$ cat src/rtl/mipmap_downsample_unit_macros.svh
// Assertion macros used by the mipmap downsample unit top level.
`ifndef MIPMAP_DOWNSAMPLE_UNIT_MACROS_SVH
`define MIPMAP_DOWNSAMPLE_UNIT_MACROS_SVH

// The consequent must hold in the same cycle as the antecedent.
`define MDU_ASSERT_SAME(label, ante, cons, msg) \
  label: assert property (@(posedge clk_i) disable iff (!rst_ni) (ante) |-> (cons)) \
    else $error(msg);

// The consequent must hold in the cycle after the antecedent.
`define MDU_ASSERT_NEXT(label, ante, cons, msg) \
  label: assert property (@(posedge clk_i) disable iff (!rst_ni) (ante) |=> (cons)) \
    else $error(msg);

`endif

$ cat src/rtl/mdu_pkg.sv
// Types and constants shared by the mipmap downsample unit modules.
package mdu_pkg;

  localparam int CRD_W    = 13;
  localparam int CHAN_W   = 8;
  localparam int NUM_CHAN = 4;
  localparam int PIX_W    = CHAN_W * NUM_CHAN;
  localparam int LOG_W    = 4;
  localparam int ACC_W    = 14;
  localparam int PROD_W   = 29;
  localparam int SHIFT_W  = 2;
  localparam int TAP_W    = 4;
  localparam int CFG_IDX_W = 2;

  // Reciprocal of 36 scaled by 2^19; exact for sums up to 36 * 255.
  localparam logic [14:0] DIV_MULT  = 15'd14564;
  localparam int          DIV_SHIFT = 19;
  localparam int          BOX_SHIFT  = 2;
  localparam int          PAIR_SHIFT = 1;

  localparam logic [TAP_W-1:0] LAST_TAP_FILTER = 4'd15;
  localparam logic [TAP_W-1:0] LAST_TAP_BOX    = 4'd3;
  localparam logic [TAP_W-1:0] LAST_TAP_PAIR   = 4'd1;

  localparam logic CMD_WRITE = 1'b0;
  localparam logic CMD_READ  = 1'b1;

  localparam logic [CFG_IDX_W-1:0] CFG_WIDTH_LOG2  = 2'd0;
  localparam logic [CFG_IDX_W-1:0] CFG_HEIGHT_LOG2 = 2'd1;
  localparam logic [CFG_IDX_W-1:0] CFG_BOX_MODE    = 2'd2;

  typedef logic [CRD_W-1:0]   crd_t;
  typedef logic [2*CRD_W-1:0] addr_wide_t;
  typedef logic [ACC_W-1:0]   acc_t;
  typedef logic [PROD_W-1:0]  prod_t;
  typedef logic [CHAN_W-1:0]  chan_t;

  typedef enum logic [1:0] {
    KIND_FILTER,
    KIND_BOX,
    KIND_PAIR_COL,
    KIND_PAIR_ROW
  } kind_e;

  typedef struct packed {
    logic [LOG_W-1:0] width_log2;
    logic [LOG_W-1:0] height_log2;
    logic             box_mode;
  } cfg_t;

  localparam cfg_t CFG_RESET = '{width_log2: 4'd8, height_log2: 4'd8, box_mode: 1'b0};

  typedef struct packed {
    logic               clear;
    logic               add;
    logic [SHIFT_W-1:0] shift;
  } lane_ctl_t;

  typedef struct packed {
    logic  done;
    logic  in_range;
    kind_e kind;
  } rd_done_t;

endpackage

$ cat src/rtl/mdu_lane.sv
// One channel lane: accumulates weighted pixel samples for a read.
module mdu_lane (
  input  logic                   clk_i,
  input  logic                   rst_ni,
  input  mdu_pkg::lane_ctl_t     ctl_i,
  input  mdu_pkg::chan_t         data_i,
  output mdu_pkg::acc_t          sum_o
);

  mdu_pkg::acc_t acc_q;
  mdu_pkg::acc_t acc_d;

  always_comb begin
    acc_d = acc_q;
    if (ctl_i.clear) begin
      acc_d = '0;
    end else if (ctl_i.add) begin
      acc_d = acc_q + (mdu_pkg::acc_t'(data_i) << ctl_i.shift);
    end
  end

  always_ff @(posedge clk_i or negedge rst_ni) begin
    if (!rst_ni) begin
      acc_q <= '0;
    end else begin
      acc_q <= acc_d;
    end
  end

  assign sum_o = acc_q;

endmodule

$ cat config.mk
export PLATFORM = sky130hd
export DESIGN_NAME = mdu_lane
export DESIGN_NICKNAME = d
export VERILOG_FILES = /design/src/rtl/mipmap_downsample_unit_macros.svh /design/src/rtl/mdu_pkg.sv /design/src/rtl/mdu_lane.sv
export SDC_FILE = /design/constraint.sdc
export NUM_CORES = 1
export LEC_CHECK = 0
export ABC_AREA = 0
export BUFFER_PORTS_ARGS = -buffer_cell sky130_fd_sc_hd__buf_2
export CAP_MARGIN = 30
export CORE_MARGIN = 1.5
export CORE_UTILIZATION = 54
export CTS_CLUSTER_DIAMETER = 150
export DETAILED_ROUTE_END_ITERATION = 8
export HOLD_SLACK_MARGIN = 0.15
export PLACE_DENSITY_LB_ADDON = 0.12
export SLEW_MARGIN = 40
export SYNTH_ARGS = -nofsm -noshare
export SYNTH_HDL_FRONTEND = slang
export SYNTH_SLANG_ARGS = --single-unit
export TNS_END_PERCENT = 30
$ cat constraint.sdc
create_clock -name clk_i -period 2.7 [get_ports clk_i]
set_input_delay 0.54 -clock clk_i [delete_from_list [all_inputs] [get_ports clk_i]]
set_output_delay 0.54 -clock clk_i [all_outputs]
set_load 0.02 [all_outputs]
# ---- Yosys cells after proc, flatten, opt, wreduce, memory -nomap -nowiden
# Index checks and enable logic that the tools add are counted.
dict set report op_classes {
  add_sub_neg 1
  shift 1
  muxes 2
  reduce_logical 1
}
# op n
set op_table {}
lappend op_table {{2-to-1 mux 14 bit} 2}
lappend op_table {{adder 14 bit} 1}
lappend op_table {{<< shifter 8 x 2 -> 14 bit} 1}
lappend op_table {{nonzero test 2 bit} 1}
dict set report totals {
  register_bits 14
  in_bits 14
  out_inout_bits 14
  word_cells 6
}

# ---- Longest topological paths before layout
dict set report depth {
  word_depth 4
  mapped_depth 12
  depth_no_buf 10
}

# ---- Worst setup path after synthesis
# No wires, ideal clock.
dict set report synth_timing {
  path_kind {input port to flip-flop}
  start {in ctl_i[1] (netlist name)}
  end {reg acc_q[12] (netlist: sum_o[12])}
  setup_time_ns 0.125
  arrival_ns 2.770
  t_required_ns 2.575
  slack_ns -0.195
  cell_stages 9
  path_buffers 2
  path_cell_list {clkbuf_1 clkbuf_1 mux4_2 ha_1 a21oi_1 a31oi_1 a31o_1 o31ai_1 mux2_2}
}
dict set report synth_between {
  elab_chain_len 4
}
# item line
set synth_lines {}
lappend synth_lines {{start: declaration} mdu_lane.sv:5} ;# input mdu_pkg::lane_ctl_t ctl_i,
lappend synth_lines {{<< shifter 8 x 2 -> 14 bit} mdu_lane.sv:18} ;# acc_d = acc_q + (mdu_pkg::acc_t'(data_i) << ctl_i.shift);
lappend synth_lines {{adder 14 bit} mdu_lane.sv:18}
lappend synth_lines {{2-to-1 mux 14 bit} mdu_lane.sv:17} ;# end else if (ctl_i.add) begin
lappend synth_lines {{2-to-1 mux 14 bit} mdu_lane.sv:15} ;# if (ctl_i.clear) begin
lappend synth_lines {{end signal: assignment} mdu_lane.sv:24} ;# acc_q <= '0;
lappend synth_lines {{end signal: assignment} mdu_lane.sv:26} ;# acc_q <= acc_d;
lappend synth_lines {{end: declaration} mdu_lane.sv:10} ;# mdu_pkg::acc_t acc_q;
# Every way passes these cells. The select of a mux whose other input is x is not followed.
# A chain may end at the register's enable or synchronous reset.

# ---- Worst setup path in the final report
dict set report layout_timing {
  start {in ctl_i[0] (netlist name)}
  end {reg acc_q[12] (netlist: sum_o[12])}
}
# Same word-level chain as after synthesis.

==> out/summary.md <==
* **clock latency on the worst-skew pair** 0.29 ns
* **placed insts** 205
* **CTS tree** built
* **Bufs on Longest Clock Path** 2
* **Power Internal** 0.461 mW
* **worst min-delay path category** input port to async pin
* **VDD IR-drop max** 0.342 mV
* **final count of pins violating max slew** 0
* **count of boundary I/O pins** 28
* **Top FF cell, synth** dfrtp_1
* **maximum fanout encountered on the critical timing path** 5
* **worst path required time** 2.87 ns
* **commonest cells in the netlist** nor2_1, dfrtp_1, a21oi_1
* **Hold WS** 0.141 ns
* **initial standard-cell utilization of the core** 0.573
* **post-DR vias/cell** 5.94
* **post-synthesis cell area** 1280 µm²
* **placer's final routability congestion estimate** 0.816
* **number of warning messages in the yosys log** 0
* **met3 Usage GRT** 0.0431
* **final instance area** 1570 µm²
* **wire length of the first global-routing pass** 5310 µm
* **#FFs+latches synth** 14
* **Global Route met2 Usage** 0.442
* **setup repair after global routing missed its margin** no
* **endpoint of the worst-slack reg-to-reg timing path** sum_o[12]
* **total power divided by cell area** 494 nW/µm²
* **total number of vias** 1235
* **maximum number of pins on one net before global-route repair** 17
* **M1 GR Usage** 0.369
* **skew final** 0.00647 ns
* **drt initial violations** 37
* **launching element type of the critical path** input port
* **post-layout minimum cycle time** 2.59 ns
* **endpoints failing hold** 0
* **critical path endpoint** sum_o[12]
* **share of total power consumed by net switching** 0.405
* **slew at the pin with the worst max-slew slack** 0.404 ns
* **detailed placer's ending HPWL** 2410 µm
* **clock-pin slew on the worst setup and hold paths** 0.09 ns
* **Setup WS pre-CTS** -0.192 ns
* **cell at the root of the clock tree** clkbuf_4
* **Worst EP arrival** 2.76 ns
* **total number of clock tree sinks** 14
* **max reg flops** 14
* **final worst slack** 0.111 ns
* **DRC violation count after routing** 0
* **top area cells in the synthesized netlist** dfrtp_1, ha_1, mux2i_1
* **slack of the worst reg-to-reg path** 0.44 ns
* **width of the die** 51.7 µm
* **most utilized layer in the global route result** met2
* **area of the core** 2230 µm²
* **sequential area share after synthesis** 0.274
* **deepest level of the CTS H-tree** 1
* **Mean Syn Cell Area** 8.89 µm²
* **dominant cell type by area after synthesis** dfrtp_1
* **FF-to-FF Start** sum_o[0]
* **Max stage delay on crit path** 0.52 ns
* **total wire length** 3240 µm
* **Num CTS Buffers** 3
* **crit end category** register
* **number of port buffers** 27
* **sequential power share** 0.330
* **total congestion overflow after global routing** 0
* **area growth from synthesis to final layout** 22.4%
* **FF-to-FF path depth** 9
* **Die Footprint** 2670 µm²
* **CP Class** input port to register
* **area share of the leading cell type in the synthesized netlist** 0.274
* **share of the clock period used by the worst path after layout** 0.959
* **net switching power** 0.313 mW
* **final instance count without filler cells** 208
* **cells along the critical path** buf_2, mux4_2, ha_1, a21oi_1, a31oi_2, a31o_1, o31ai_1, mux2_2
* **number of detailed-routing iterations run before antenna repair** 4
* **clock share of power** 0.158
* **share of synthesized flip-flops with an asynchronous set or reset** 1.00
* **Worst Setup SP** ctl_i[0]
* **Post-Synthesis Net Count** 170
* **portion of total power attributed to combinational logic** 0.512
* **number of different library cells in the post-synthesis netlist** 38
* **number of antenna violations at the first check in global routing** 0
* **cell count after synthesis** 144
* **via count of the first global-routing pass** 1182
* **Leakage** 0.804 nW
* **combined global-route utilization of all metal layers** 0.270
* **share of cells above drive strength 1** 0.306
* **Hold-fix buffers, CTS** 0
* **Layout Nets** 208
* **cell with the most instances after synthesis** nor2_1
* **Die Ht** 51.7 µm
* **number of nets still failing antenna checks after routing** 0
* **std cell rows** 17
* **mean routed wirelength per cell** 15.6 µm
* **count of flip-flops with a built-in enable after synthesis** 0
* **result of the run** finished clean
* **overall power after layout** 0.774 mW
* **number of maximum-capacitance violations** 0
* **ant diodes** 0
* **setup violation total in the final timing report** 0
* **FMAX** 386 MHz
* **Max-slew headroom** 0.731
* **cell with the biggest individual delay on the critical path** mux4_2
* **post-place instance area** 1520 µm²
## worst min-delay path by stage
stage           start        to  cells after the start
6_report       rst_ni  sum_o[1]                      1
5_1_grt        rst_ni  sum_o[1]                      1
4_1_cts        rst_ni  sum_o[1]                      1
3_5_place_dp   rst_ni  sum_o[1]                      1
3_3_place_gp   rst_ni  sum_o[1]                      1
2_1_floorplan  rst_ni  sum_o[0]                      0
## metal layers
metal  vias to the layer above  routed length [µm]  part of all wire
met5                         -                   0                 0
met1                       595                1500              0.46
met2                        39                1530              0.47
met3                         4                 166             0.051
met4                         0                  34             0.011
li1                        597                   -                 -
## layout by cell type (no fill, tap or decap), types with 2 or more instances in the layout
cell type,netlist,final
nor2b_1,4,4
mux2i_1,11,10
dfrtp_1,14,14
buf_2,0,26
buf_4,0,12
inv_1,6,6
clkbuf_4,0,4
a22o_1,2,2
or3_1,3,3
nand2_1,9,9
mux4_2,2,2
a21oi_1,12,12
xor2_1,2,2
nor2_1,16,16
and3_1,2,2
xnor2_1,6,6
nand3_1,2,2
a21o_1,3,3
ha_1,11,11
nand2b_1,2,2
mux2_2,2,2
a211oi_1,4,4
o211ai_1,3,3
o21ai_0,7,6
## logic make-up (layout without fill, tap and decap cells)
family | after synthesis | count (layout) | share of synthesized area
mux | 15 | 15 | 0.139
buf+inv | 12 | 48 | 0.0352
compound gates | 39 | 39 | 0.200
fa+ha+maj | 12 | 12 | 0.123
xor+xnor | 8 | 8 | 0.0547
flops | 14 | 14 | 0.274
simple gates | 44 | 44 | 0.174
## critical path, delay by kind of cell
kind | cells | cell delay (ns)
muxes | 2 | 0.88
AOI/OAI and AO/OA | 4 | 0.83
buffers and inverters | 1 | 0.14
adders and majority gates | 1 | 0.37
## power groups by stage
stage | clock network, mW | registers [mW] | logic, mW
after floorplan | 0 | 0.283 | 0.231
after global placement | 0 | 0.257 | 0.364
after detailed placement | 0 | 0.259 | 0.379
after CTS | 0.123 | 0.255 | 0.383
after global routing | 0.131 | 0.259 | 0.435
final | 0.122 | 0.256 | 0.396
## final cells by class
class / count / area (µm²)
inverter: 6 / 22.5
tap: 28 / 35.0
sequential: 14 / 350
fill: 186 / 667
multi-input combinational: 118 / 908
timing repair buffer: 39 / 228
clock buffer: 3 / 22.5
## metrics by stage
step / setup TNS (ns) / util
final: 0 / 0.701
after global routing: 0 / 0.701
after CTS: 0 / 0.691
after detailed placement: -0.601 / 0.681
after global placement: -0.218 / 0.681
after floorplan: -0.0764 / -
## repair_timing
action	CTS	global route
buffers inserted	0	0
setup endpoints to repair	0	4
gates resized for setup	0	7
Note: power is estimated with default switching activity, not from simulation.
