$ cat config.mk
export PLATFORM = sky130hd
export DESIGN_NAME = mdu_merge
export DESIGN_NICKNAME = d
export VERILOG_FILES = /design/src/rtl/mipmap_downsample_unit_macros.svh /design/src/rtl/mdu_pkg.sv /design/src/rtl/mdu_merge.sv
export SDC_FILE = /design/constraint.sdc
export NUM_CORES = 1
export LEC_CHECK = 0
export ABC_AREA = 1
export BUFFER_PORTS_ARGS = -buffer_cell sky130_fd_sc_hd__buf_2
export CAP_MARGIN = 0
export CORE_MARGIN = 1
export CORE_UTILIZATION = 56
export DETAILED_ROUTE_END_ITERATION = 12
export PLACE_DENSITY = 0.74
export SLEW_MARGIN = 5
export SYNTH_ARGS = -nofsm -noshare
export SYNTH_HDL_FRONTEND = slang
export SYNTH_SLANG_ARGS = --single-unit
$ cat constraint.sdc
create_clock -name clk_i -period 1.7 [get_ports clk_i]
set_input_delay 0.085 -clock clk_i [delete_from_list [all_inputs] [get_ports clk_i]]
set_output_delay 0.085 -clock clk_i [all_outputs]
set_load 0.01 [all_outputs]
$ cat src/rtl/mipmap_downsample_unit_macros.svh
// Assertion macros used by the mipmap downsample unit top level.
`ifndef MIPMAP_DOWNSAMPLE_UNIT_MACROS_SVH
`define MIPMAP_DOWNSAMPLE_UNIT_MACROS_SVH

// The consequent must hold in the same cycle as the antecedent.
`define MDU_ASSERT_SAME(label, ante, cons, msg) \
  label: assert property (@(posedge clk_i) disable iff (!rst_ni) (ante) |-> (cons)) \
    else $error(msg);

// The consequent must hold in the cycle after the antecedent.
`define MDU_ASSERT_NEXT(label, ante, cons, msg) \
  label: assert property (@(posedge clk_i) disable iff (!rst_ni) (ante) |=> (cons)) \
    else $error(msg);

`endif

$ cat src/rtl/mdu_pkg.sv
// Types and constants shared by the mipmap downsample unit modules.
package mdu_pkg;

  localparam int CRD_W    = 13;
  localparam int CHAN_W   = 8;
  localparam int NUM_CHAN = 4;
  localparam int PIX_W    = CHAN_W * NUM_CHAN;
  localparam int LOG_W    = 4;
  localparam int ACC_W    = 14;
  localparam int PROD_W   = 29;
  localparam int SHIFT_W  = 2;
  localparam int TAP_W    = 4;
  localparam int CFG_IDX_W = 2;

  // Reciprocal of 36 scaled by 2^19; exact for sums up to 36 * 255.
  localparam logic [14:0] DIV_MULT  = 15'd14564;
  localparam int          DIV_SHIFT = 19;
  localparam int          BOX_SHIFT  = 2;
  localparam int          PAIR_SHIFT = 1;

  localparam logic [TAP_W-1:0] LAST_TAP_FILTER = 4'd15;
  localparam logic [TAP_W-1:0] LAST_TAP_BOX    = 4'd3;
  localparam logic [TAP_W-1:0] LAST_TAP_PAIR   = 4'd1;

  localparam logic CMD_WRITE = 1'b0;
  localparam logic CMD_READ  = 1'b1;

  localparam logic [CFG_IDX_W-1:0] CFG_WIDTH_LOG2  = 2'd0;
  localparam logic [CFG_IDX_W-1:0] CFG_HEIGHT_LOG2 = 2'd1;
  localparam logic [CFG_IDX_W-1:0] CFG_BOX_MODE    = 2'd2;

  typedef logic [CRD_W-1:0]   crd_t;
  typedef logic [2*CRD_W-1:0] addr_wide_t;
  typedef logic [ACC_W-1:0]   acc_t;
  typedef logic [PROD_W-1:0]  prod_t;
  typedef logic [CHAN_W-1:0]  chan_t;

  typedef enum logic [1:0] {
    KIND_FILTER,
    KIND_BOX,
    KIND_PAIR_COL,
    KIND_PAIR_ROW
  } kind_e;

  typedef struct packed {
    logic [LOG_W-1:0] width_log2;
    logic [LOG_W-1:0] height_log2;
    logic             box_mode;
  } cfg_t;

  localparam cfg_t CFG_RESET = '{width_log2: 4'd8, height_log2: 4'd8, box_mode: 1'b0};

  typedef struct packed {
    logic               clear;
    logic               add;
    logic [SHIFT_W-1:0] shift;
  } lane_ctl_t;

  typedef struct packed {
    logic  done;
    logic  in_range;
    kind_e kind;
  } rd_done_t;

endpackage

$ cat src/rtl/mdu_merge.sv
// Merging stage: scales the lane sums and holds the result item.
module mdu_merge (
  input  logic                                              clk_i,
  input  logic                                              rst_ni,
  input  mdu_pkg::rd_done_t                                 done_i,
  input  logic [mdu_pkg::NUM_CHAN-1:0][mdu_pkg::ACC_W-1:0]  sum_i,
  output logic                                              mid_busy_o,
  output logic                                              out_valid_o,
  input  logic                                              out_ready_i,
  output logic [mdu_pkg::NUM_CHAN-1:0][mdu_pkg::CHAN_W-1:0] chan_o,
  output logic                                              in_range_o
);

  logic                                              mid_valid_q, mid_valid_d;
  logic [mdu_pkg::NUM_CHAN-1:0][mdu_pkg::PROD_W-1:0] mid_val_q, mid_val_d;
  mdu_pkg::kind_e                                    mid_kind_q, mid_kind_d;
  logic                                              mid_range_q, mid_range_d;
  logic                                              out_valid_q, out_valid_d;
  logic [mdu_pkg::NUM_CHAN-1:0][mdu_pkg::CHAN_W-1:0] out_chan_q, out_chan_d;
  logic                                              out_range_q, out_range_d;
  logic                                              out_load;

  always_comb begin
    out_load    = mid_valid_q && (!out_valid_q || out_ready_i);
    mid_val_d   = mid_val_q;
    mid_kind_d  = mid_kind_q;
    mid_range_d = mid_range_q;
    if (done_i.done) begin
      mid_kind_d  = done_i.kind;
      mid_range_d = done_i.in_range;
      for (int c = 0; c < mdu_pkg::NUM_CHAN; c++) begin
        if (done_i.kind == mdu_pkg::KIND_FILTER) begin
          mid_val_d[c] = mdu_pkg::prod_t'(sum_i[c]) * mdu_pkg::prod_t'(mdu_pkg::DIV_MULT);
        end else begin
          mid_val_d[c] = mdu_pkg::prod_t'(sum_i[c]);
        end
      end
    end
    mid_valid_d = done_i.done ? 1'b1 : (out_load ? 1'b0 : mid_valid_q);

    out_chan_d  = out_chan_q;
    out_range_d = out_range_q;
    if (out_load) begin
      out_range_d = mid_range_q;
      for (int c = 0; c < mdu_pkg::NUM_CHAN; c++) begin
        case (mid_kind_q)
          mdu_pkg::KIND_FILTER: out_chan_d[c] = mdu_pkg::chan_t'(mid_val_q[c] >> mdu_pkg::DIV_SHIFT);
          mdu_pkg::KIND_BOX:    out_chan_d[c] = mdu_pkg::chan_t'(mid_val_q[c] >> mdu_pkg::BOX_SHIFT);
          default:              out_chan_d[c] = mdu_pkg::chan_t'(mid_val_q[c] >> mdu_pkg::PAIR_SHIFT);
        endcase
        if (!mid_range_q) begin
          out_chan_d[c] = '0;
        end
      end
    end
    out_valid_d = out_load ? 1'b1 : (out_ready_i ? 1'b0 : out_valid_q);
  end

  always_ff @(posedge clk_i or negedge rst_ni) begin
    if (!rst_ni) begin
      mid_valid_q <= 1'b0;
      mid_val_q   <= '0;
      mid_kind_q  <= mdu_pkg::KIND_FILTER;
      mid_range_q <= 1'b0;
      out_valid_q <= 1'b0;
      out_chan_q  <= '0;
      out_range_q <= 1'b0;
    end else begin
      mid_valid_q <= mid_valid_d;
      mid_val_q   <= mid_val_d;
      mid_kind_q  <= mid_kind_d;
      mid_range_q <= mid_range_d;
      out_valid_q <= out_valid_d;
      out_chan_q  <= out_chan_d;
      out_range_q <= out_range_d;
    end
  end

  assign mid_busy_o  = mid_valid_q;
  assign out_valid_o = out_valid_q;
  assign chan_o      = out_chan_q;
  assign in_range_o  = out_range_q;

endmodule

Yosys cells after proc, flatten, opt, wreduce, memory -nomap -nowiden
Index checks and enable logic that the tools add are counted.

storage, ports and cells
  register bits after elaboration = 146
  bits of input ports = 63
  output and inout port bits = 35

cells by class
  eq/ne operators = 1
  multiply operators = 4
  reductions and logical operators = 7
  mux-type cells = 16

operators with widths
  kind                                                                    count
  27-bit 2-to-1 mux                                                       4
  14-bit by 12-bit multiplier with 25-bit output (second input constant)  4
  8-bit case mux with 2 select lines                                      4
  8-bit 2-to-1 mux                                                        4
  2-bit logical NOT                                                       2
  1-bit 2-to-1 mux                                                        4
  2-bit nonzero test                                                      2
  2-bit by 1-bit equality test with 1-bit output (second input constant)  1
  1-bit logical AND                                                       1
  1-bit logical NOT                                                       1
  1-bit logical OR                                                        1

Longest topological paths before layout
  depth in word-level cells = 5
  gate-level depth with buffers = 23

Least setup slack after synthesis
Ideal clock, no wire load.

  path type = in2reg
  start = input port sum_i[9] (netlist bit)
  end = register mid_val_q[22] (netlist bit)
  stages = 21
  arrival time = 3.715 ns
  setup slack = -2.132 ns
  data required time = 1.583 ns
  path through = inv_1 fa_1 inv_1 ha_1 inv_1 fa_1 inv_1 fa_1 inv_1 fa_1 inv_1 ha_1 nand2_1 inv_1 nand2_1 and2_1 nor2_1 nor2_1 nand3b_1 nand3_1 nand2_1

on the way
  word-level cells in the longest chain between the ends = 2

RTL lines
  what                                            line             text
  start, declared                                 mdu_merge.sv:6   input logic [mdu_pkg::NUM_CHAN-1:0][mdu_pkg::ACC_W-1:0] sum_i,
  14-bit by 12-bit multiplier with 25-bit output  mdu_merge.sv:33  mid_val_d[c] = mdu_pkg::prod_t'(sum_i[c]) * mdu_pkg::prod_t'(mdu_pkg::DIV_MULT);
  27-bit 2-to-1 mux                               mdu_merge.sv:32  if (done_i.kind == mdu_pkg::KIND_FILTER) begin
  end signal, assigned                            mdu_merge.sv:70  mid_val_q <= mid_val_d;
  end, declared                                   mdu_merge.sv:15  logic [mdu_pkg::NUM_CHAN-1:0][mdu_pkg::PROD_W-1:0] mid_val_q, mid_val_d;

No other way between the ends.
A chain may end at the register's enable or synchronous reset.

Worst setup path in the final report
  start = input port sum_i[32] (netlist bit)
  end = register mid_val_q[79] (netlist bit)

Same word-level chain as after synthesis.

==> reports/results.tsv <==
metric	value	unit
status	complete, but fails checks	
FILL cells	1951	
grt total ovfl	0	
antenna viol nets, final	0	
gp weighted congestion	0.8992	
flops & latches, synth	106	
count of port buffers added during placement	97	
DRC	0	
Mapped Nets	2644	
placed insts	2821	
crit path max-delay cell type	fa_1	
worst path bufs/invs	7	
pwr/cell area	1852	nW/um^2
Initial Util	0.5760	
Storage cell area	2653	sq um
fin worst setup slack	-1.873	ns
Iteration-0 DRC Markers	877	
Final Util	0.7788	
multi-input logic area	13330	sq um
worst path required time	1.97	ns
delay-heaviest family, CP	adder cells	
pin count of the biggest net entering global routing	41	
vias in the first global route	15800	
Arrival @ worst endpoint	3.84	ns
register area share after synthesis	0.1639	
Synth async-reset ratio	1.000	
Reg clk slew, reported paths	0.08	ns
std cell rows	61	
critical path class	in2reg	
Total GRT Usage	0.3298	
Worst Setup End Kind	flop	
Routed wire per std cell	16.35	um
DPL Wire Length	37.42	mm
core box area	28090	sq um
first-pass GRT wire length	76.40	mm
htree depth	3	
synthesized area	16180	sq um
CTS tree	built	
I/O pin count	98	
CTS buffer count	9	
Hold Fails Final Rpt	0	
f_max	0.2799	GHz
clock skew after layout	0.01626	ns
yosys warns	0	
max-cap viol count	0	
P&R area growth vs syn	35.19	%
class of the worst hold path	in2reg	
number of synthesized flops with an enable pin	0	
violated checks	setup timing	
# nets final	2987	
Tot Pwr	40.50	mW
crit path max fanout	4	
n_diodes	0	
Vias/cell	5.273	
most frequent cells in the layout	452 x inv_1, 420 x nand2_1, 244 x buf_4	
layout cells sized above 1	0.3117	
root buf cell	clkbuf_16	
initial antenna violation count	0	
Finished Layout Cells	2855	
routed vias	15060	
worst relative slew slack	0.6148	
fin. max-slew vios	0	
most common cell after layout, fill and taps aside	inv_1	
RSZ-0062 raised after global routing	yes	
Die Area	29580	sq um
Die X	172.0	um
clock insertion delay at the later pin of the skew report	0.37	ns
Slew @ Worst Pin	0.5758	ns
first drt pass iteration count	5	
Setup violations, final	44	
Synth cell types	35	
max incr delay on CP	0.53	ns
WL final	46.68	mm
Startpoint Class	input port	
post-synthesis instance total	2129	
fin crit share	2.102	
TritonCTS Sinks	106	
die height	172.0	um
crit path time final	3.573	ns
Max clock buf depth	2	
dominant synthesized flop cell	dfrtp_1	
critical path cell sequence	buf_8 > buf_6 > fa_1 > ha_4 > inv_2 > fa_1 > inv_1 > fa_1 > inv_2 > fa_1 > inv_2 > ha_4 > nand2_4 > inv_2 > nand2_2 > and2_4 > nor2_1 > nor2_1 > nand3b_1 > nand3_1 > nand2_1	
VDD IR max	1364	uV
Avg Synthesized Cell Area	7.599	sq um
leakage power	11.73	nW
==> worst min-delay path, cell delays in order <==
cell     delay, ns
buf_2         0.07
inv_1         0.06
nand2_1       0.08
nand2_1       0.05
==> state kept, by name, summed over array words and instances (netlist names) <==
| register | cells |
|---|---|
| mid_val_q | 68 |
| chan_o | 32 |
| mid_kind_q | 2 |
| in_range_o | 1 |
| mid_busy_o | 1 |
| mid_range_q | 1 |
| out_valid_o | 1 |
==> final cells by class <==
class | instances | share of cell area
multi-input combinational | 1431 | 0.6093
inverter | 558 | 0.1002
clock buffer | 9 | 0.01030
tap | 378 | 0.02162
clock inverter | 7 | 0.004233
sequential | 106 | 0.1213
timing repair buffer | 366 | 0.1331
==> synthesized netlist by cell type (2+ instances only) <==
master	instances	area share
inv_2	4	0.00093
clkbuf_1	20	0.0046
inv_1	554	0.13
a221oi_1	3	0.0016
nand4_1	10	0.0039
o221ai_1	21	0.011
ha_1	296	0.23
o32ai_1	7	0.0038
o21ai_0	75	0.023
nand2_2	4	0.0015
nor2_1	124	0.029
and2_1	4	0.0015
nand3_1	85	0.026
nor2_4	2	0.0014
nand3b_1	14	0.0065
a21oi_1	63	0.019
nand2_1	491	0.11
nor4_1	6	0.0023
xnor2_1	4	0.0022
nor2_2	5	0.0019
o31ai_1	3	0.0014
nor3_1	4	0.0012
buf_4	3	0.0014
o211ai_1	3	0.0014
fa_1	156	0.19
buf_2	8	0.0025
o22ai_1	34	0.013
o21bai_1	9	0.0042
dfrtp_1	106	0.16
xor2_1	4	0.0022
buf_1	3	0.00070
==> power breakdown <==
group / switching, mW / total, mW / internal [mW]
combinational: 19.7 / 34.9 / 15.2
sequential: 0.390 / 3.39 / 3.00
clock: 1.04 / 2.23 / 1.18
==> kinds of logic (layout without fill, tap and decap cells) <==
kind of cell	after synthesis	after routing	synth area share
and+or+nand+nor	750	750	0.1897
buffers and inverters	592	940	0.1387
adders and majority gates	452	452	0.4219
AOI/OAI and AO/OA	221	221	0.08143
DFF	106	106	0.1639
xor gates and xnor gates	8	8	0.004330
==> repair_timing <==
item                       in CTS  in global routing
setup endpoints to repair      44                 44
hold endpoints to repair       85                  0
pin swaps                     151                112
gates resized for setup       250                126
hold buffers                    2                  0
cloned                          0                  0
setup buffers                  11                  7
==> per-stage QoR <==
step	area [sq um]	worst slack (ns)	hold WS (ns)	TNS, ns
finish	21870	-1.873	0.01264	-62.38
global route	21870	-2.013	0.02779	-67.63
CTS	21400	-1.825	0.01255	-61.00
detailed placement	19910	-2.356	0.02012	-84.03
global placement	19910	-2.252	0.01904	-81.49
floorplan	17160	-1.917	-0.2106	-65.05
==> final timing paths <==
path	startpoint	endpoint	slack, ns	depth (start not counted)
max reg2reg	out_valid_o$_DFFE_PN0P_	chan_o[14]$_DFFE_PN0P_	0.15	4
max	sum_i[32]	mid_val_q[79]$_DFFE_PN0P_	-1.87	21
min in group asynchronous	rst_ni	mid_val_q[51]$_DFFE_PN0P_	0.18	2
min	out_ready_i	out_valid_o$_DFFE_PN0P_	0.01	4
min reg2reg	mid_val_q[52]$_DFFE_PN0P_	mid_val_q[52]$_DFFE_PN0P_	0.49	2
max in group asynchronous	rst_ni	chan_o[25]$_DFFE_PN0P_	0.94	3
==> layer usage <==
| metal | track usage | vias to the layer above | share of wire |
|---|---|---|---|
| met5 | 0 | - | 0 |
| met4 | 0.1070 | 0 | 0.034 |
| met3 | 0.03319 | 103 | 0.044 |
| met2 | 0.5940 | 423 | 0.50 |
| met1 | 0.4122 | 7224 | 0.42 |
| li1 | - | 7305 | - |
Note: power is estimated with default switching activity, not from simulation.
