==> src/rtl/mipmap_downsample_unit_macros.svh <==
// Assertion macros used by the mipmap downsample unit top level.
`ifndef MIPMAP_DOWNSAMPLE_UNIT_MACROS_SVH
`define MIPMAP_DOWNSAMPLE_UNIT_MACROS_SVH

// The consequent must hold in the same cycle as the antecedent.
`define MDU_ASSERT_SAME(label, ante, cons, msg) \
  label: assert property (@(posedge clk_i) disable iff (!rst_ni) (ante) |-> (cons)) \
    else $error(msg);

// The consequent must hold in the cycle after the antecedent.
`define MDU_ASSERT_NEXT(label, ante, cons, msg) \
  label: assert property (@(posedge clk_i) disable iff (!rst_ni) (ante) |=> (cons)) \
    else $error(msg);

`endif

==> src/rtl/mdu_pkg.sv <==
// Types and constants shared by the mipmap downsample unit modules.
package mdu_pkg;

  localparam int CRD_W    = 13;
  localparam int CHAN_W   = 8;
  localparam int NUM_CHAN = 4;
  localparam int PIX_W    = CHAN_W * NUM_CHAN;
  localparam int LOG_W    = 4;
  localparam int ACC_W    = 14;
  localparam int PROD_W   = 29;
  localparam int SHIFT_W  = 2;
  localparam int TAP_W    = 4;
  localparam int CFG_IDX_W = 2;

  // Reciprocal of 36 scaled by 2^19; exact for sums up to 36 * 255.
  localparam logic [14:0] DIV_MULT  = 15'd14564;
  localparam int          DIV_SHIFT = 19;
  localparam int          BOX_SHIFT  = 2;
  localparam int          PAIR_SHIFT = 1;

  localparam logic [TAP_W-1:0] LAST_TAP_FILTER = 4'd15;
  localparam logic [TAP_W-1:0] LAST_TAP_BOX    = 4'd3;
  localparam logic [TAP_W-1:0] LAST_TAP_PAIR   = 4'd1;

  localparam logic CMD_WRITE = 1'b0;
  localparam logic CMD_READ  = 1'b1;

  localparam logic [CFG_IDX_W-1:0] CFG_WIDTH_LOG2  = 2'd0;
  localparam logic [CFG_IDX_W-1:0] CFG_HEIGHT_LOG2 = 2'd1;
  localparam logic [CFG_IDX_W-1:0] CFG_BOX_MODE    = 2'd2;

  typedef logic [CRD_W-1:0]   crd_t;
  typedef logic [2*CRD_W-1:0] addr_wide_t;
  typedef logic [ACC_W-1:0]   acc_t;
  typedef logic [PROD_W-1:0]  prod_t;
  typedef logic [CHAN_W-1:0]  chan_t;

  typedef enum logic [1:0] {
    KIND_FILTER,
    KIND_BOX,
    KIND_PAIR_COL,
    KIND_PAIR_ROW
  } kind_e;

  typedef struct packed {
    logic [LOG_W-1:0] width_log2;
    logic [LOG_W-1:0] height_log2;
    logic             box_mode;
  } cfg_t;

  localparam cfg_t CFG_RESET = '{width_log2: 4'd8, height_log2: 4'd8, box_mode: 1'b0};

  typedef struct packed {
    logic               clear;
    logic               add;
    logic [SHIFT_W-1:0] shift;
  } lane_ctl_t;

  typedef struct packed {
    logic  done;
    logic  in_range;
    kind_e kind;
  } rd_done_t;

endpackage

==> src/rtl/mdu_ctrl.sv <==
// Command sequencer: stores pixels and walks the filter taps of a read.
module mdu_ctrl #(
  parameter int MAX_WIDTH  = 256,
  parameter int MAX_HEIGHT = 256
) (
  input  logic                                  clk_i,
  input  logic                                  rst_ni,
  input  logic                                  in_valid_i,
  output logic                                  in_ready_o,
  input  logic                                  command_i,
  input  logic [7:0]                            x_pos_i,
  input  logic [7:0]                            y_pos_i,
  input  logic [mdu_pkg::PIX_W-1:0]             pixel_i,
  input  mdu_pkg::cfg_t                         cfg_i,
  input  logic                                  mid_busy_i,
  output logic                                  ram_we_o,
  output logic [((MAX_WIDTH * MAX_HEIGHT > 1) ?
                 $clog2(MAX_WIDTH * MAX_HEIGHT) : 1)-1:0] ram_addr_o,
  output logic [mdu_pkg::PIX_W-1:0]             ram_wdata_o,
  output mdu_pkg::lane_ctl_t                    lane_ctl_o,
  output mdu_pkg::rd_done_t                     rd_done_o
);

  localparam int DEPTH     = MAX_WIDTH * MAX_HEIGHT;
  localparam int ADDR_W    = (DEPTH > 1) ? $clog2(DEPTH) : 1;
  localparam int W_LOG_MAX = $clog2(MAX_WIDTH + 1) - 1;
  localparam int H_LOG_MAX = $clog2(MAX_HEIGHT + 1) - 1;

  typedef enum logic [1:0] {
    ST_IDLE,
    ST_FETCH,
    ST_DRAIN
  } state_e;

  state_e                           state_q, state_d;
  logic                             done_q, done_d;
  logic                             rd_pend_q, rd_pend_d;
  logic [mdu_pkg::SHIFT_W-1:0]      shift_q, shift_d;
  logic [mdu_pkg::TAP_W-1:0]        tap_q, tap_d;
  logic                             range_q, range_d;
  mdu_pkg::kind_e                   kind_q, kind_d;
  mdu_pkg::crd_t                    base_x_q, base_x_d;
  mdu_pkg::crd_t                    base_y_q, base_y_d;
  mdu_pkg::crd_t                    mask_x_q, mask_x_d;
  mdu_pkg::crd_t                    mask_y_q, mask_y_d;

  logic [mdu_pkg::LOG_W-1:0]        wl, hl;
  mdu_pkg::crd_t                    w_size, h_size, half_w, half_h;
  mdu_pkg::crd_t                    x_ext, y_ext;
  logic                             rd_range;
  mdu_pkg::kind_e                   rd_kind;
  logic                             accept;
  logic                             in_store;
  logic [1:0]                       q_off, r_off;
  logic [mdu_pkg::TAP_W-1:0]        last_tap;
  logic [mdu_pkg::SHIFT_W-1:0]      tap_shift;
  logic                             q_inner, r_inner;
  mdu_pkg::crd_t                    sx, sy;
  logic [ADDR_W-1:0]                fetch_addr, wr_addr;

  always_comb begin
    wl = (cfg_i.width_log2 > mdu_pkg::LOG_W'(W_LOG_MAX)) ?
         mdu_pkg::LOG_W'(W_LOG_MAX) : cfg_i.width_log2;
    hl = (cfg_i.height_log2 > mdu_pkg::LOG_W'(H_LOG_MAX)) ?
         mdu_pkg::LOG_W'(H_LOG_MAX) : cfg_i.height_log2;
    w_size = mdu_pkg::crd_t'(1) << wl;
    h_size = mdu_pkg::crd_t'(1) << hl;
    half_w = w_size >> 1;
    half_h = h_size >> 1;
    x_ext  = mdu_pkg::crd_t'(x_pos_i);
    y_ext  = mdu_pkg::crd_t'(y_pos_i);

    if (wl == '0 && hl == '0) begin
      rd_range = 1'b0;
    end else if (wl == '0) begin
      rd_range = (x_ext == '0) && (y_ext < half_h);
    end else if (hl == '0) begin
      rd_range = (y_ext == '0) && (x_ext < half_w);
    end else begin
      rd_range = (x_ext < half_w) && (y_ext < half_h);
    end

    if (wl == '0) begin
      rd_kind = mdu_pkg::KIND_PAIR_COL;
    end else if (hl == '0) begin
      rd_kind = mdu_pkg::KIND_PAIR_ROW;
    end else if (cfg_i.box_mode) begin
      rd_kind = mdu_pkg::KIND_BOX;
    end else begin
      rd_kind = mdu_pkg::KIND_FILTER;
    end

    in_store = (x_ext < mdu_pkg::crd_t'(MAX_WIDTH)) && (y_ext < mdu_pkg::crd_t'(MAX_HEIGHT));
    wr_addr  = ADDR_W'(mdu_pkg::addr_wide_t'(y_ext) * mdu_pkg::addr_wide_t'(MAX_WIDTH) +
                       mdu_pkg::addr_wide_t'(x_ext));
  end

  always_comb begin
    case (kind_q)
      mdu_pkg::KIND_FILTER: begin
        q_off    = tap_q[1:0];
        r_off    = tap_q[3:2];
        last_tap = mdu_pkg::LAST_TAP_FILTER;
      end
      mdu_pkg::KIND_BOX: begin
        q_off    = {1'b0, tap_q[0]};
        r_off    = {1'b0, tap_q[1]};
        last_tap = mdu_pkg::LAST_TAP_BOX;
      end
      mdu_pkg::KIND_PAIR_COL: begin
        q_off    = 2'd0;
        r_off    = {1'b0, tap_q[0]};
        last_tap = mdu_pkg::LAST_TAP_PAIR;
      end
      mdu_pkg::KIND_PAIR_ROW: begin
        q_off    = {1'b0, tap_q[0]};
        r_off    = 2'd0;
        last_tap = mdu_pkg::LAST_TAP_PAIR;
      end
      default: begin
        q_off    = 2'd0;
        r_off    = 2'd0;
        last_tap = mdu_pkg::LAST_TAP_PAIR;
      end
    endcase

    // Inner taps of the 1-2-2-1 kernel carry weight two in each direction.
    q_inner   = (q_off == 2'd1) || (q_off == 2'd2);
    r_inner   = (r_off == 2'd1) || (r_off == 2'd2);
    tap_shift = (kind_q == mdu_pkg::KIND_FILTER) ?
                ({1'b0, q_inner} + {1'b0, r_inner}) : '0;

    sx = (base_x_q + mdu_pkg::crd_t'(q_off)) & mask_x_q;
    sy = (base_y_q + mdu_pkg::crd_t'(r_off)) & mask_y_q;
    fetch_addr = ADDR_W'(mdu_pkg::addr_wide_t'(sy) * mdu_pkg::addr_wide_t'(MAX_WIDTH) +
                         mdu_pkg::addr_wide_t'(sx));
  end

  assign in_ready_o = (state_q == ST_IDLE) && !done_q && !mid_busy_i;
  assign accept     = in_valid_i && in_ready_o;

  always_comb begin
    state_d   = state_q;
    done_d    = 1'b0;
    rd_pend_d = 1'b0;
    shift_d   = shift_q;
    tap_d     = tap_q;
    range_d   = range_q;
    kind_d    = kind_q;
    base_x_d  = base_x_q;
    base_y_d  = base_y_q;
    mask_x_d  = mask_x_q;
    mask_y_d  = mask_y_q;
    case (state_q)
      ST_IDLE: begin
        if (accept && command_i == mdu_pkg::CMD_READ) begin
          range_d = rd_range;
          kind_d  = rd_kind;
          tap_d   = '0;
          if (rd_kind == mdu_pkg::KIND_FILTER) begin
            base_x_d = (x_ext << 1) + w_size - mdu_pkg::crd_t'(1);
            base_y_d = (y_ext << 1) + h_size - mdu_pkg::crd_t'(1);
            mask_x_d = w_size - mdu_pkg::crd_t'(1);
            mask_y_d = h_size - mdu_pkg::crd_t'(1);
          end else begin
            base_x_d = x_ext << 1;
            base_y_d = y_ext << 1;
            mask_x_d = '1;
            mask_y_d = '1;
          end
          state_d = rd_range ? ST_FETCH : ST_DRAIN;
        end
      end
      ST_FETCH: begin
        rd_pend_d = 1'b1;
        shift_d   = tap_shift;
        tap_d     = tap_q + 1'b1;
        if (tap_q == last_tap) begin
          state_d = ST_DRAIN;
        end
      end
      ST_DRAIN: begin
        done_d  = 1'b1;
        state_d = ST_IDLE;
      end
      default: begin
        state_d = ST_IDLE;
      end
    endcase
  end

  always_ff @(posedge clk_i or negedge rst_ni) begin
    if (!rst_ni) begin
      state_q   <= ST_IDLE;
      done_q    <= 1'b0;
      rd_pend_q <= 1'b0;
      shift_q   <= '0;
      tap_q     <= '0;
      range_q   <= 1'b0;
      kind_q    <= mdu_pkg::KIND_FILTER;
      base_x_q  <= '0;
      base_y_q  <= '0;
      mask_x_q  <= '0;
      mask_y_q  <= '0;
    end else begin
      state_q   <= state_d;
      done_q    <= done_d;
      rd_pend_q <= rd_pend_d;
      shift_q   <= shift_d;
      tap_q     <= tap_d;
      range_q   <= range_d;
      kind_q    <= kind_d;
      base_x_q  <= base_x_d;
      base_y_q  <= base_y_d;
      mask_x_q  <= mask_x_d;
      mask_y_q  <= mask_y_d;
    end
  end

  assign ram_we_o    = accept && (command_i == mdu_pkg::CMD_WRITE) && in_store;
  assign ram_addr_o  = (state_q == ST_FETCH) ? fetch_addr : wr_addr;
  assign ram_wdata_o = pixel_i;

  assign lane_ctl_o.clear = accept && (command_i == mdu_pkg::CMD_READ);
  assign lane_ctl_o.add   = rd_pend_q;
  assign lane_ctl_o.shift = shift_q;

  assign rd_done_o.done     = done_q;
  assign rd_done_o.in_range = range_q;
  assign rd_done_o.kind     = kind_q;

endmodule

==> config.mk <==
export PLATFORM = sky130hd
export DESIGN_NAME = mdu_ctrl
export DESIGN_NICKNAME = d
export VERILOG_FILES = /design/src/rtl/mipmap_downsample_unit_macros.svh /design/src/rtl/mdu_pkg.sv /design/src/rtl/mdu_ctrl.sv
export SDC_FILE = /design/constraint.sdc
export NUM_CORES = 1
export LEC_CHECK = 0
export BUFFER_PORTS_ARGS = -buffer_cell sky130_fd_sc_hd__buf_2
export CORE_ASPECT_RATIO = 0.75
export CORE_UTILIZATION = 45
export CTS_BUF_LIST = sky130_fd_sc_hd__clkbuf_8
export DETAILED_ROUTE_END_ITERATION = 10
export PLACE_DENSITY = 0.67
export SYNTH_ARGS = -nofsm -noshare
export SYNTH_HDL_FRONTEND = slang
export SYNTH_SLANG_ARGS = --single-unit
==> constraint.sdc <==
create_clock -name clk_i -period 5.35 [get_ports clk_i]
set_input_delay 0.2675 -clock clk_i [delete_from_list [all_inputs] [get_ports clk_i]]
set_output_delay 0.2675 -clock clk_i [all_outputs]
set_load 0.01 [all_outputs]
=== Word-level counts from Yosys, hierarchy flattened ===
Cells that the tools add are included.

* Bits in registers: 55
* Input port bits: 62
* Output and inout bits: 58
* Logic and storage cells: 95

* $add $sub $neg: 12
* $lt $le $gt $ge: 4
* Eq/ne operators: 12
* Shift operators: 2
* Muxes and demuxes: 25
* Bitwise logic cells: 3
* Reductions and logical operators: 26

{| class="wikitable"
|+ Operators by type and width
! cell !! count
|-
| $mux W13 || 2
|-
| $shl A1 B4 Y13 const A || 2
|-
| $sub A13 B1 Y13 const B || 2
|-
| $lt A8 B12 Y1 || 2
|-
| $add A16 B13 Y16 || 1
|-
| $add A16 B8 Y16 || 1
|-
| $logic_not A8 Y1 || 2
|-
| $mux W16 || 1
|-
| $mux W8 || 2
|-
| $sub A8 B1 Y8 const B || 2
|-
| $add A13 B2 Y13 || 1
|-
| $add A9 B13 Y13 || 1
|-
| $and A13 B13 Y13 || 1
|-
| $mux W2 || 6
|-
| $mux W4 || 3
|-
| $pmux W4 S3 || 1
|-
| $eq A2 B2 Y1 const B || 5
|-
| $logic_and A1 B1 Y1 || 9
|-
| $add A8 B2 Y8 || 1
|-
| $add A8 B8 Y8 || 1
|-
| $and A8 B8 Y8 || 1
|-
| $eq A2 B1 Y1 const B || 4
|-
| $gt A4 B4 Y1 const B || 2
|-
| $logic_not A4 Y1 || 2
|-
| 16 further kinds || 29
|}

=== Longest topological paths before layout ===
Gate-level depths: netlist of run 1.

* Word-level depth: 11
* Gate-level depth with buffers: 16
* Mapped depth without buffers: 16

=== Worst setup path after synthesis of run 1 ===
OpenSTA, ideal clock, no wires.

* Path kind: reg-to-output
* Start point: register kind_q[1]
* End point: output port ram_addr_o[14] (netlist bit)
* Arrival time: 3237 ps
* Required time: 5083 ps
* Setup slack: 1846 ps
* Cell stages (with the launch flop): 16
* Path buffers: 0
* Path through: dfrtp_1 > nor2_1 > and2_1 > fa_1 > and3_1 > nand3_1 > xnor2_1 > and2_1 > ha_1 > fa_1 > a21o_1 > a21oi_1 > nor2b_1 > o21ai_0 > xnor2_1 > o21ai_0

{| class="wikitable"
|+ RTL lines
! what !! RTL line !! source
|-
| from (decl) || mdu_ctrl.sv:41 || <nowiki>mdu_pkg::kind_e kind_q, kind_d;</nowiki>
|-
| from (signal assigned) || mdu_ctrl.sv:200 || <nowiki>kind_q <= mdu_pkg::KIND_FILTER;</nowiki>
|-
| from (signal assigned) || mdu_ctrl.sv:212 || <nowiki>kind_q <= kind_d;</nowiki>
|-
| to (decl) || mdu_ctrl.sv:18 || <nowiki>$clog2(MAX_WIDTH * MAX_HEIGHT) : 1)-1:0] ram_addr_o,</nowiki>
|}

==> metrics.yaml, run 1 <==
outcome:
  status: "finished with violations"
  violations: "design-rule violations"
job:
  maxCapViolations: 0
logic_synthesis:
  muxShareOfSynthArea_pct: 0.811
  synth_compound_area_share_pct: 15.6
  ys_async_sr_fraction_pct: 100
  synth_edf_count: 0
  avgSynthCellArea_um2: 8.19
  ys_seq_area_share_pct: 27.0
  syn-cell-area_mm2: 0.00509
  ys_ff_latch: 55
  yosys_warnings: 0
  synth_simple_gate_area_share_pct: 21.2
  netlist-cell-type-count: 60
  synth-xor-area-share_pct: 6.54
  synthCells: 622
  synth_fa_ha_area_share_pct: 17.4
  synth_top_family_by_area: "simple AND/OR/NAND/NOR gates"
  synth_ff_type: "dfrtp_1"
route:
  m1WireLength_mm: 6.50
  wl_met3_um: 726
  dr.pass1.iters: 7
  postRouteWirelength_mm: 12.9
  wl_per_cell_um: 16.5
  ant_nets: 0
  highest_layer: "met4"
  vias: 4341
  dr_wl_met2_mm: 5.58
  drt-initial-drc-count: 328
  avgViaCountPerCell: 5.55
  drc: 13
global_routing:
  grt-ovfl-total: 0
  grt_max_degree: 56
  antenna_found_initial: 0
  grt_pass1_wl_mm: 21.0
  grt_pass1_vias: 4098
  grtUsageTotal_pct: 22.7
worst_setup_path:
  r2r-end: "base_y_q[7]$_DFFE_PN0P_"
  critPathCaptureType: "output pin"
  worst_r2r_path_depth: 8
  r2r-start: "state_q[0]$_DFFE_PN0P_"
  cp.arrival_ns: 3.91
  reg2reg_slack_ns: 2.52
  critPathMaxFanout: 8
  worst_setup_path_start_kind: "flop"
  critPathKind: "flop to output pin"
  crit_required_ns: 5.08
clock_tree:
  clk_pin_slew_ns: 0.10
  root_buffer: "clkbuf_8"
  post_cts_buffers: 0
  postCtsHoldBufs: 0
  htree_levels: 2
  ctsResizeCount: 0
  cts_sinks: 55
  cts_tree: "done"
  cts_made_buffers: 5
  clock_tree.buffer_depth: 2
  clk_latency_ns: 0.31
cells_and_area:
  final_cell_mix: "67 x nand2_1, 63 x ha_1, 55 x dfrtp_1, 55 x buf_2"
  finish.instance_area_mm2: 0.00531
  area_growth_syn_to_layout_pct: 4.25
  n_antenna_cell: 0
  final_nets: 771
  fin_util_pct: 48.3
  fill_cells: 1088
  final_common_cell: "nand2_1"
  drive_above_1_share_pct: 12.6
die:
  top_level_ports: 120
  die_w_um: 125
  start_util_pct: 46.4
  num_rows: 33
  core_mm2: 0.0110
  die_height_um: 94.1
  fp.dieArea_mm2: 0.0118
power:
  p_leak_nw: 2.57
  power.density_mw_per_mm2: 389
  total_power_w: 0.00207
  vdd_drop_max_v: 0.000188
timing:
  maxSlewHeadroom_pct: 38.7
  fin_worst_skew_ns: 0.00676
  tns_ns: 0
  hold_ws_ns: 0.0881
  rsz0062_at_grt: "false"
  post-route-min-period_ns: 4.18
  hold_viol_final: 0
  finalSetupViolations: 0
  fmax_mhz: 239
  maxSlewViolCount: 0
  worst_slew_pin_slew_ns: 0.914
  finalCritPeriodShare_pct: 78.2
placement:
  dp_hpwl_mm: 10.0
  placed_area_mm2: 0.00521
  port_buffers: 55
  place_congestion: 0.907
hold_path:
  min_path_type: "input pin to asynchronous set/reset pin"
==> per-stage QoR <==
step / instances / worst slack (ns)
final: 782 / 1.17
after global routing: 782 / 0.826
after CTS: 782 / 1.17
after floorplan: 630 / 1.85
after detailed placement: 774 / 1.55
after global placement: 774 / 1.69
==> report_power, final <==
group	internal (W)	switching, W	leakage [nW]	total, W
clock	0.000105	0.000141	0.0526	0.000246
combinational	0.000458	0.000610	1.88	0.00107
sequential	0.000582	0.000169	0.639	0.000751
==> worst max-delay path by stage <==
| stage | start | cells after the start | to | slack, ns |
|---|---|---|---|---|
| floorplan | kind_q[1]$_DFFE_PN0P_ | 15 | ram_addr_o[14] | 1.85 |
| global placement | tap_q[0]$_DFFE_PN0P_ | 17 | ram_addr_o[14] | 1.69 |
| detailed placement | kind_q[1]$_DFFE_PN0P_ | 16 | ram_addr_o[14] | 1.55 |
| CTS | kind_q[1]$_DFFE_PN0P_ | 16 | ram_addr_o[14] | 1.17 |
| global route | kind_q[0]$_DFFE_PN0P_ | 17 | ram_addr_o[14] | 0.83 |
| finish | kind_q[1]$_DFFE_PN0P_ | 16 | ram_addr_o[14] | 1.17 |
==> registers in the layout, indices dropped and copies added, names as in the netlist <==
signal	cells
shift_q	2
mask_y_q	8
done_q	1
rd_pend_q	1
mask_x_q	13
state_q	2
range_q	1
base_x_q	13
kind_q	2
base_y_q	8
tap_q	4
==> per-layer routing <==
metal	global-route usage, %	vias up
li1	-	2123
met3	2.90	15
met5	0	-
met1	33.0	2069
met4	4.47	0
met2	36.2	134
==> Yosys cell counts (13+ instances only) <==
| master | n | share of area (%) |
|---|---|---|
| a21oi_1 | 26 | 2.6 |
| a31oi_1 | 13 | 1.6 |
| and2_1 | 13 | 1.6 |
| buf_4 | 37 | 5.5 |
| dfrtp_1 | 55 | 27 |
| ha_1 | 63 | 15 |
| inv_1 | 46 | 3.4 |
| nand2_1 | 67 | 4.9 |
| nand3_1 | 27 | 2.7 |
| nor2_1 | 48 | 3.5 |
| o21ai_0 | 48 | 4.7 |
| xnor2_1 | 19 | 3.3 |
| xor2_1 | 19 | 3.3 |
==> cell type report <==
class                           count  area, um^2  share of cell area [%]
Sequential cell                    55        1380                    25.9
Multi-Input combinational cell    471        3170                    59.8
Inverter                           49         184                    3.46
Timing Repair Buffer               59         305                    5.75
Clock inverter                      2        12.5                   0.236
Tap cell                          140         175                    3.30
Clock buffer                        6        82.6                    1.56
==> cells by family after synthesis <==
| kind of cell | after synthesis |
|---|---|
| simple gates | 220 |
| compound gates | 131 |
| buf+inv | 104 |
| fa+ha+maj | 68 |
| flops | 55 |
| xor+xnor | 38 |
| mux | 4 |
| other cells | 2 |
==> worst max-delay path, stage by stage (launching register included) <==
cell	delay, ns
dfrtp_1	0.50
nor2_1	0.12
and2_1	0.22
fa_1	0.45
and3_1	0.21
nand3_1	0.11
xnor2_1	0.06
and2_1	0.15
ha_1	0.24
fa_1	0.43
a21o_1	0.18
a21oi_1	0.26
nor2b_1	0.08
o21ai_0	0.20
xnor2_1	0.14
o21ai_0	0.08
buf_2	0.17
(Power assumes the default switching activity.)
==> run 2: changes to the inputs <==
--- a/config.mk
+++ b/config.mk
@@ -5,12 +5,13 @@
 export SDC_FILE = /design/constraint.sdc
 export NUM_CORES = 1
 export LEC_CHECK = 0
+export ABC_AREA = 1
 export BUFFER_PORTS_ARGS = -buffer_cell sky130_fd_sc_hd__buf_2
 export CORE_ASPECT_RATIO = 0.75
 export CORE_UTILIZATION = 45
 export CTS_BUF_LIST = sky130_fd_sc_hd__clkbuf_8
 export DETAILED_ROUTE_END_ITERATION = 10
-export PLACE_DENSITY = 0.67
+export PLACE_DENSITY = 0.66
 export SYNTH_ARGS = -nofsm -noshare
 export SYNTH_HDL_FRONTEND = slang
 export SYNTH_SLANG_ARGS = --single-unit
==> constraint.sdc (replaced) <==
create_clock -name clk_i -period 4.3 [get_ports clk_i]
set_input_delay 0.215 -clock clk_i [delete_from_list [all_inputs] [get_ports clk_i]]
set_output_delay 0.215 -clock clk_i [all_outputs]
set_load 0.01 [all_outputs]
==> metrics.yaml, run 2 <==
placement:
  dp_hpwl_mm: 10.9
  place_congestion: 0.966
  port_buffers: 55
power:
  p_int_w: 0.00140
  pwr-share-comb_pct: 53.1
  p_leak_nw: 2.90
  switching_share_pct: 47.1
  power.density_mw_per_mm2: 477
  vdd_drop_max_v: 0.000186
  p_seq_share_pct: 35.4
  switchingPower_w: 0.00125
  clkPwrFrac_pct: 11.5
cells_and_area:
  drive_above_1_share_pct: 13.8
  final_nets: 885
  final_common_cell: "nand2_1"
  n_antenna_cell: 0
  area_growth_syn_to_layout_pct: 5.49
  largest_registers: "base_x_q x13, mask_x_q x13"
  final_cell_mix: "142 x nand2_1, 109 x inv_1, 63 x nor2_1, 63 x ha_1, 55 x buf_2"
worst_setup_path:
  critical-path-max-stage-delay_ns: 0.42
  critPathKind: "flop to output pin"
  cp.arrival_ns: 3.56
  r2r-start: "state_q[0]$_DFFE_PN0P_"
  worst_setup_path_start_kind: "flop"
  worstSetupStartpoint: "kind_q[0]$_DFFE_PN0P_"
  crit_chain: "inv_1, a21oi_2, ha_1, fa_1, nand3_1, nor2_2, nand2_1, nor2_1, inv_1, nor2_1, nand2_1, o21ai_0, a21oi_1, ha_1, nand2_1, inv_1, o21ai_0, nand3_1, inv_1, nor2_1, nand3b_1, o21ai_0, buf_2"
  slowest_stage: "dfrtp_2"
  critPathCaptureType: "output pin"
  critPathMaxFanout: 6
  cp_common_cell: "inv_1"
  crit_required_ns: 4.09
die:
  core_mm2: 0.0111
  fp.dieArea_mm2: 0.0121
  die_w_um: 127
  num_rows: 33
  start_util_pct: 47.2
  die_height_um: 95.6
  top_level_ports: 120
clock_tree:
  clk_pin_slew_ns: 0.10
  root_buffer: "clkbuf_8"
  cts_made_buffers: 5
  cts_sinks: 55
  postCtsHoldBufs: 0
  clock_tree.buffer_depth: 2
  cts_tree: "done"
  htree_levels: 2
  clk_latency_ns: 0.31
logic_synthesis:
  synth_top_area_share_pct: 26.2
  syn-cell-area_mm2: 0.00526
  ys_async_sr_fraction_pct: 100
  synth_ff_type: "dfrtp_1"
  ys_seq_area_share_pct: 26.2
  ys_ff_latch: 55
  synthCells: 729
  avgSynthCellArea_um2: 7.22
  netlist_top_cells_count: "142 x nand2_1, 109 x inv_1, 66 x nor2_1"
  yosys_warnings: 0
  synth.most_common_cell: "nand2_1"
  netlist-cell-type-count: 47
  ys_top_cells_by_area: "dfrtp_1 26%, ha_1 15%, nand2_1 10%"
  synth_area_leader_cell: "dfrtp_1"
  synth_edf_count: 0
timing:
  tns_ns: 0
  maxSlewHeadroom_pct: 53.2
  fin_worst_skew_ns: 0.00782
  finalSetupViolations: 0
  hold_ws_ns: 0.0267
  rsz0062_at_grt: "false"
  fmax_mhz: 265
  finalCritPeriodShare_pct: 87.7
  maxSlewViolCount: 0
  post-route-min-period_ns: 3.77
  hold_viol_final: 0
  worst_slew_pin_slew_ns: 0.701
route:
  drc: 0
  wl_per_cell_um: 15.2
  dr.pass1.iters: 5
  postRouteWirelength_mm: 13.6
  vias: 4750
  avgViaCountPerCell: 5.30
  ant_nets: 0
  drt-initial-drc-count: 305
global_routing:
  grt_pass1_wl_mm: 21.9
  grt_use_met1_pct: 34.6
  use_met3_pct: 3.93
  met2_usage_pct: 35.2
  grt_pass1_vias: 4426
  grt-ovfl-total: 0
  grt_max_degree: 56
  grtUsageTotal_pct: 23.4
  grt_busiest_layer: "met2"
  antenna_found_initial: 0
outcome:
  status: "complete, no violations"
hold_path:
  min_path_type: "input pin to asynchronous set/reset pin"
job:
  maxCapViolations: 0
run 2: cell count changes after synthesis, moves of 14 or more:
cell,change
nand2_1,+75
inv_1,+63
nand3_1,+21
nor2_1,+18
xnor2_1,-14
run 2: kinds of logic after synthesis:
| group | Yosys count | share of synthesized area, % |
|---|---|---|
| AND/OR/NAND/NOR | 302 | 25.6 |
| buffers and inverters | 164 | 14.9 |
| AO/OA/AOI/OAI | 122 | 13.6 |
| adder cells (fa/ha/maj) | 68 | 16.9 |
| flip-flops | 55 | 26.2 |
| XOR/XNOR | 16 | 2.66 |
| other | 2 | 0.143 |
run 2: worst paths after layout:
check | endpoint | slack, ns | cells after the start
worst max-delay path | ram_addr_o[13] | 0.53 | 23
worst min-delay path | done_q$_DFF_PN0_ | 0.03 | 2
worst max register to register | mask_x_q[11]$_DFFE_PN0P_ | 2.16 | 8
worst min register to register | done_q$_DFF_PN0_ | 0.47 | 1
max in group asynchronous | kind_q[0]$_DFFE_PN0P_ | 3.77 | 2
min in group clk_i | base_x_q[3]$_DFFE_PN0P_ | 0.18 | 3
run 2: power groups by stage:
stage / logic (W) / clock network [W] / registers, W
3_3_place_gp: 0.00135 / 0 / 0.000927
6_report: 0.00141 / 0.000303 / 0.000938
5_1_grt: 0.00160 / 0.000336 / 0.000963
4_1_cts: 0.00138 / 0.000314 / 0.000924
2_1_floorplan: 0.00104 / 0 / 0.000874
3_5_place_dp: 0.00137 / 0 / 0.000934
run 2: metrics by stage:
| step | cell area (um^2) | cells | setup slack, ns | utilization [%] | total power [W] |
|---|---|---|---|---|---|
| after floorplan | 5290 | 737 | 0.994 | - | 0.00191 |
| after global placement | 5420 | 887 | 0.744 | 48.6 | 0.00227 |
| after detailed placement | 5420 | 887 | 0.585 | 48.6 | 0.00231 |
| after CTS | 5520 | 895 | 0.229 | 49.5 | 0.00262 |
| after global routing | 5550 | 896 | 0.0238 | 49.8 | 0.00290 |
| final | 5550 | 896 | 0.528 | 49.8 | 0.00265 |
run 2: layout make-up:
cell class	count	area [um^2]
fill	1125	5600
multi-input combinational	518	3150
clock buffer	6	82.6
inverter	117	447
sequential	55	1380
tap	140	175
timing repair buffer	58	298
clock inverter	2	16.3
run 2: routing by layer:
layer | wire length, um | vias up
met2 | 5560 | 153
li1 | - | 2385
met4 | 230 | 0
met5 | 0 | -
met3 | 907 | 29
met1 | 6950 | 2183
run 2: critical path: cells and delay by family, from the launching register on:
family / cells / cell delay [ns]
AO/OA/AOI/OAI: 5 / 0.59
adder cells (fa/ha/maj): 3 / 0.78
buffers and inverters: 5 / 0.42
flip-flops: 1 / 0.42
AND/OR/NAND/NOR: 10 / 1.03
run 2: repair_timing:
item,in CTS,in global routing
gates resized for setup,0,8
setup buffers,0,1
endpoints found under the setup margin,0,4
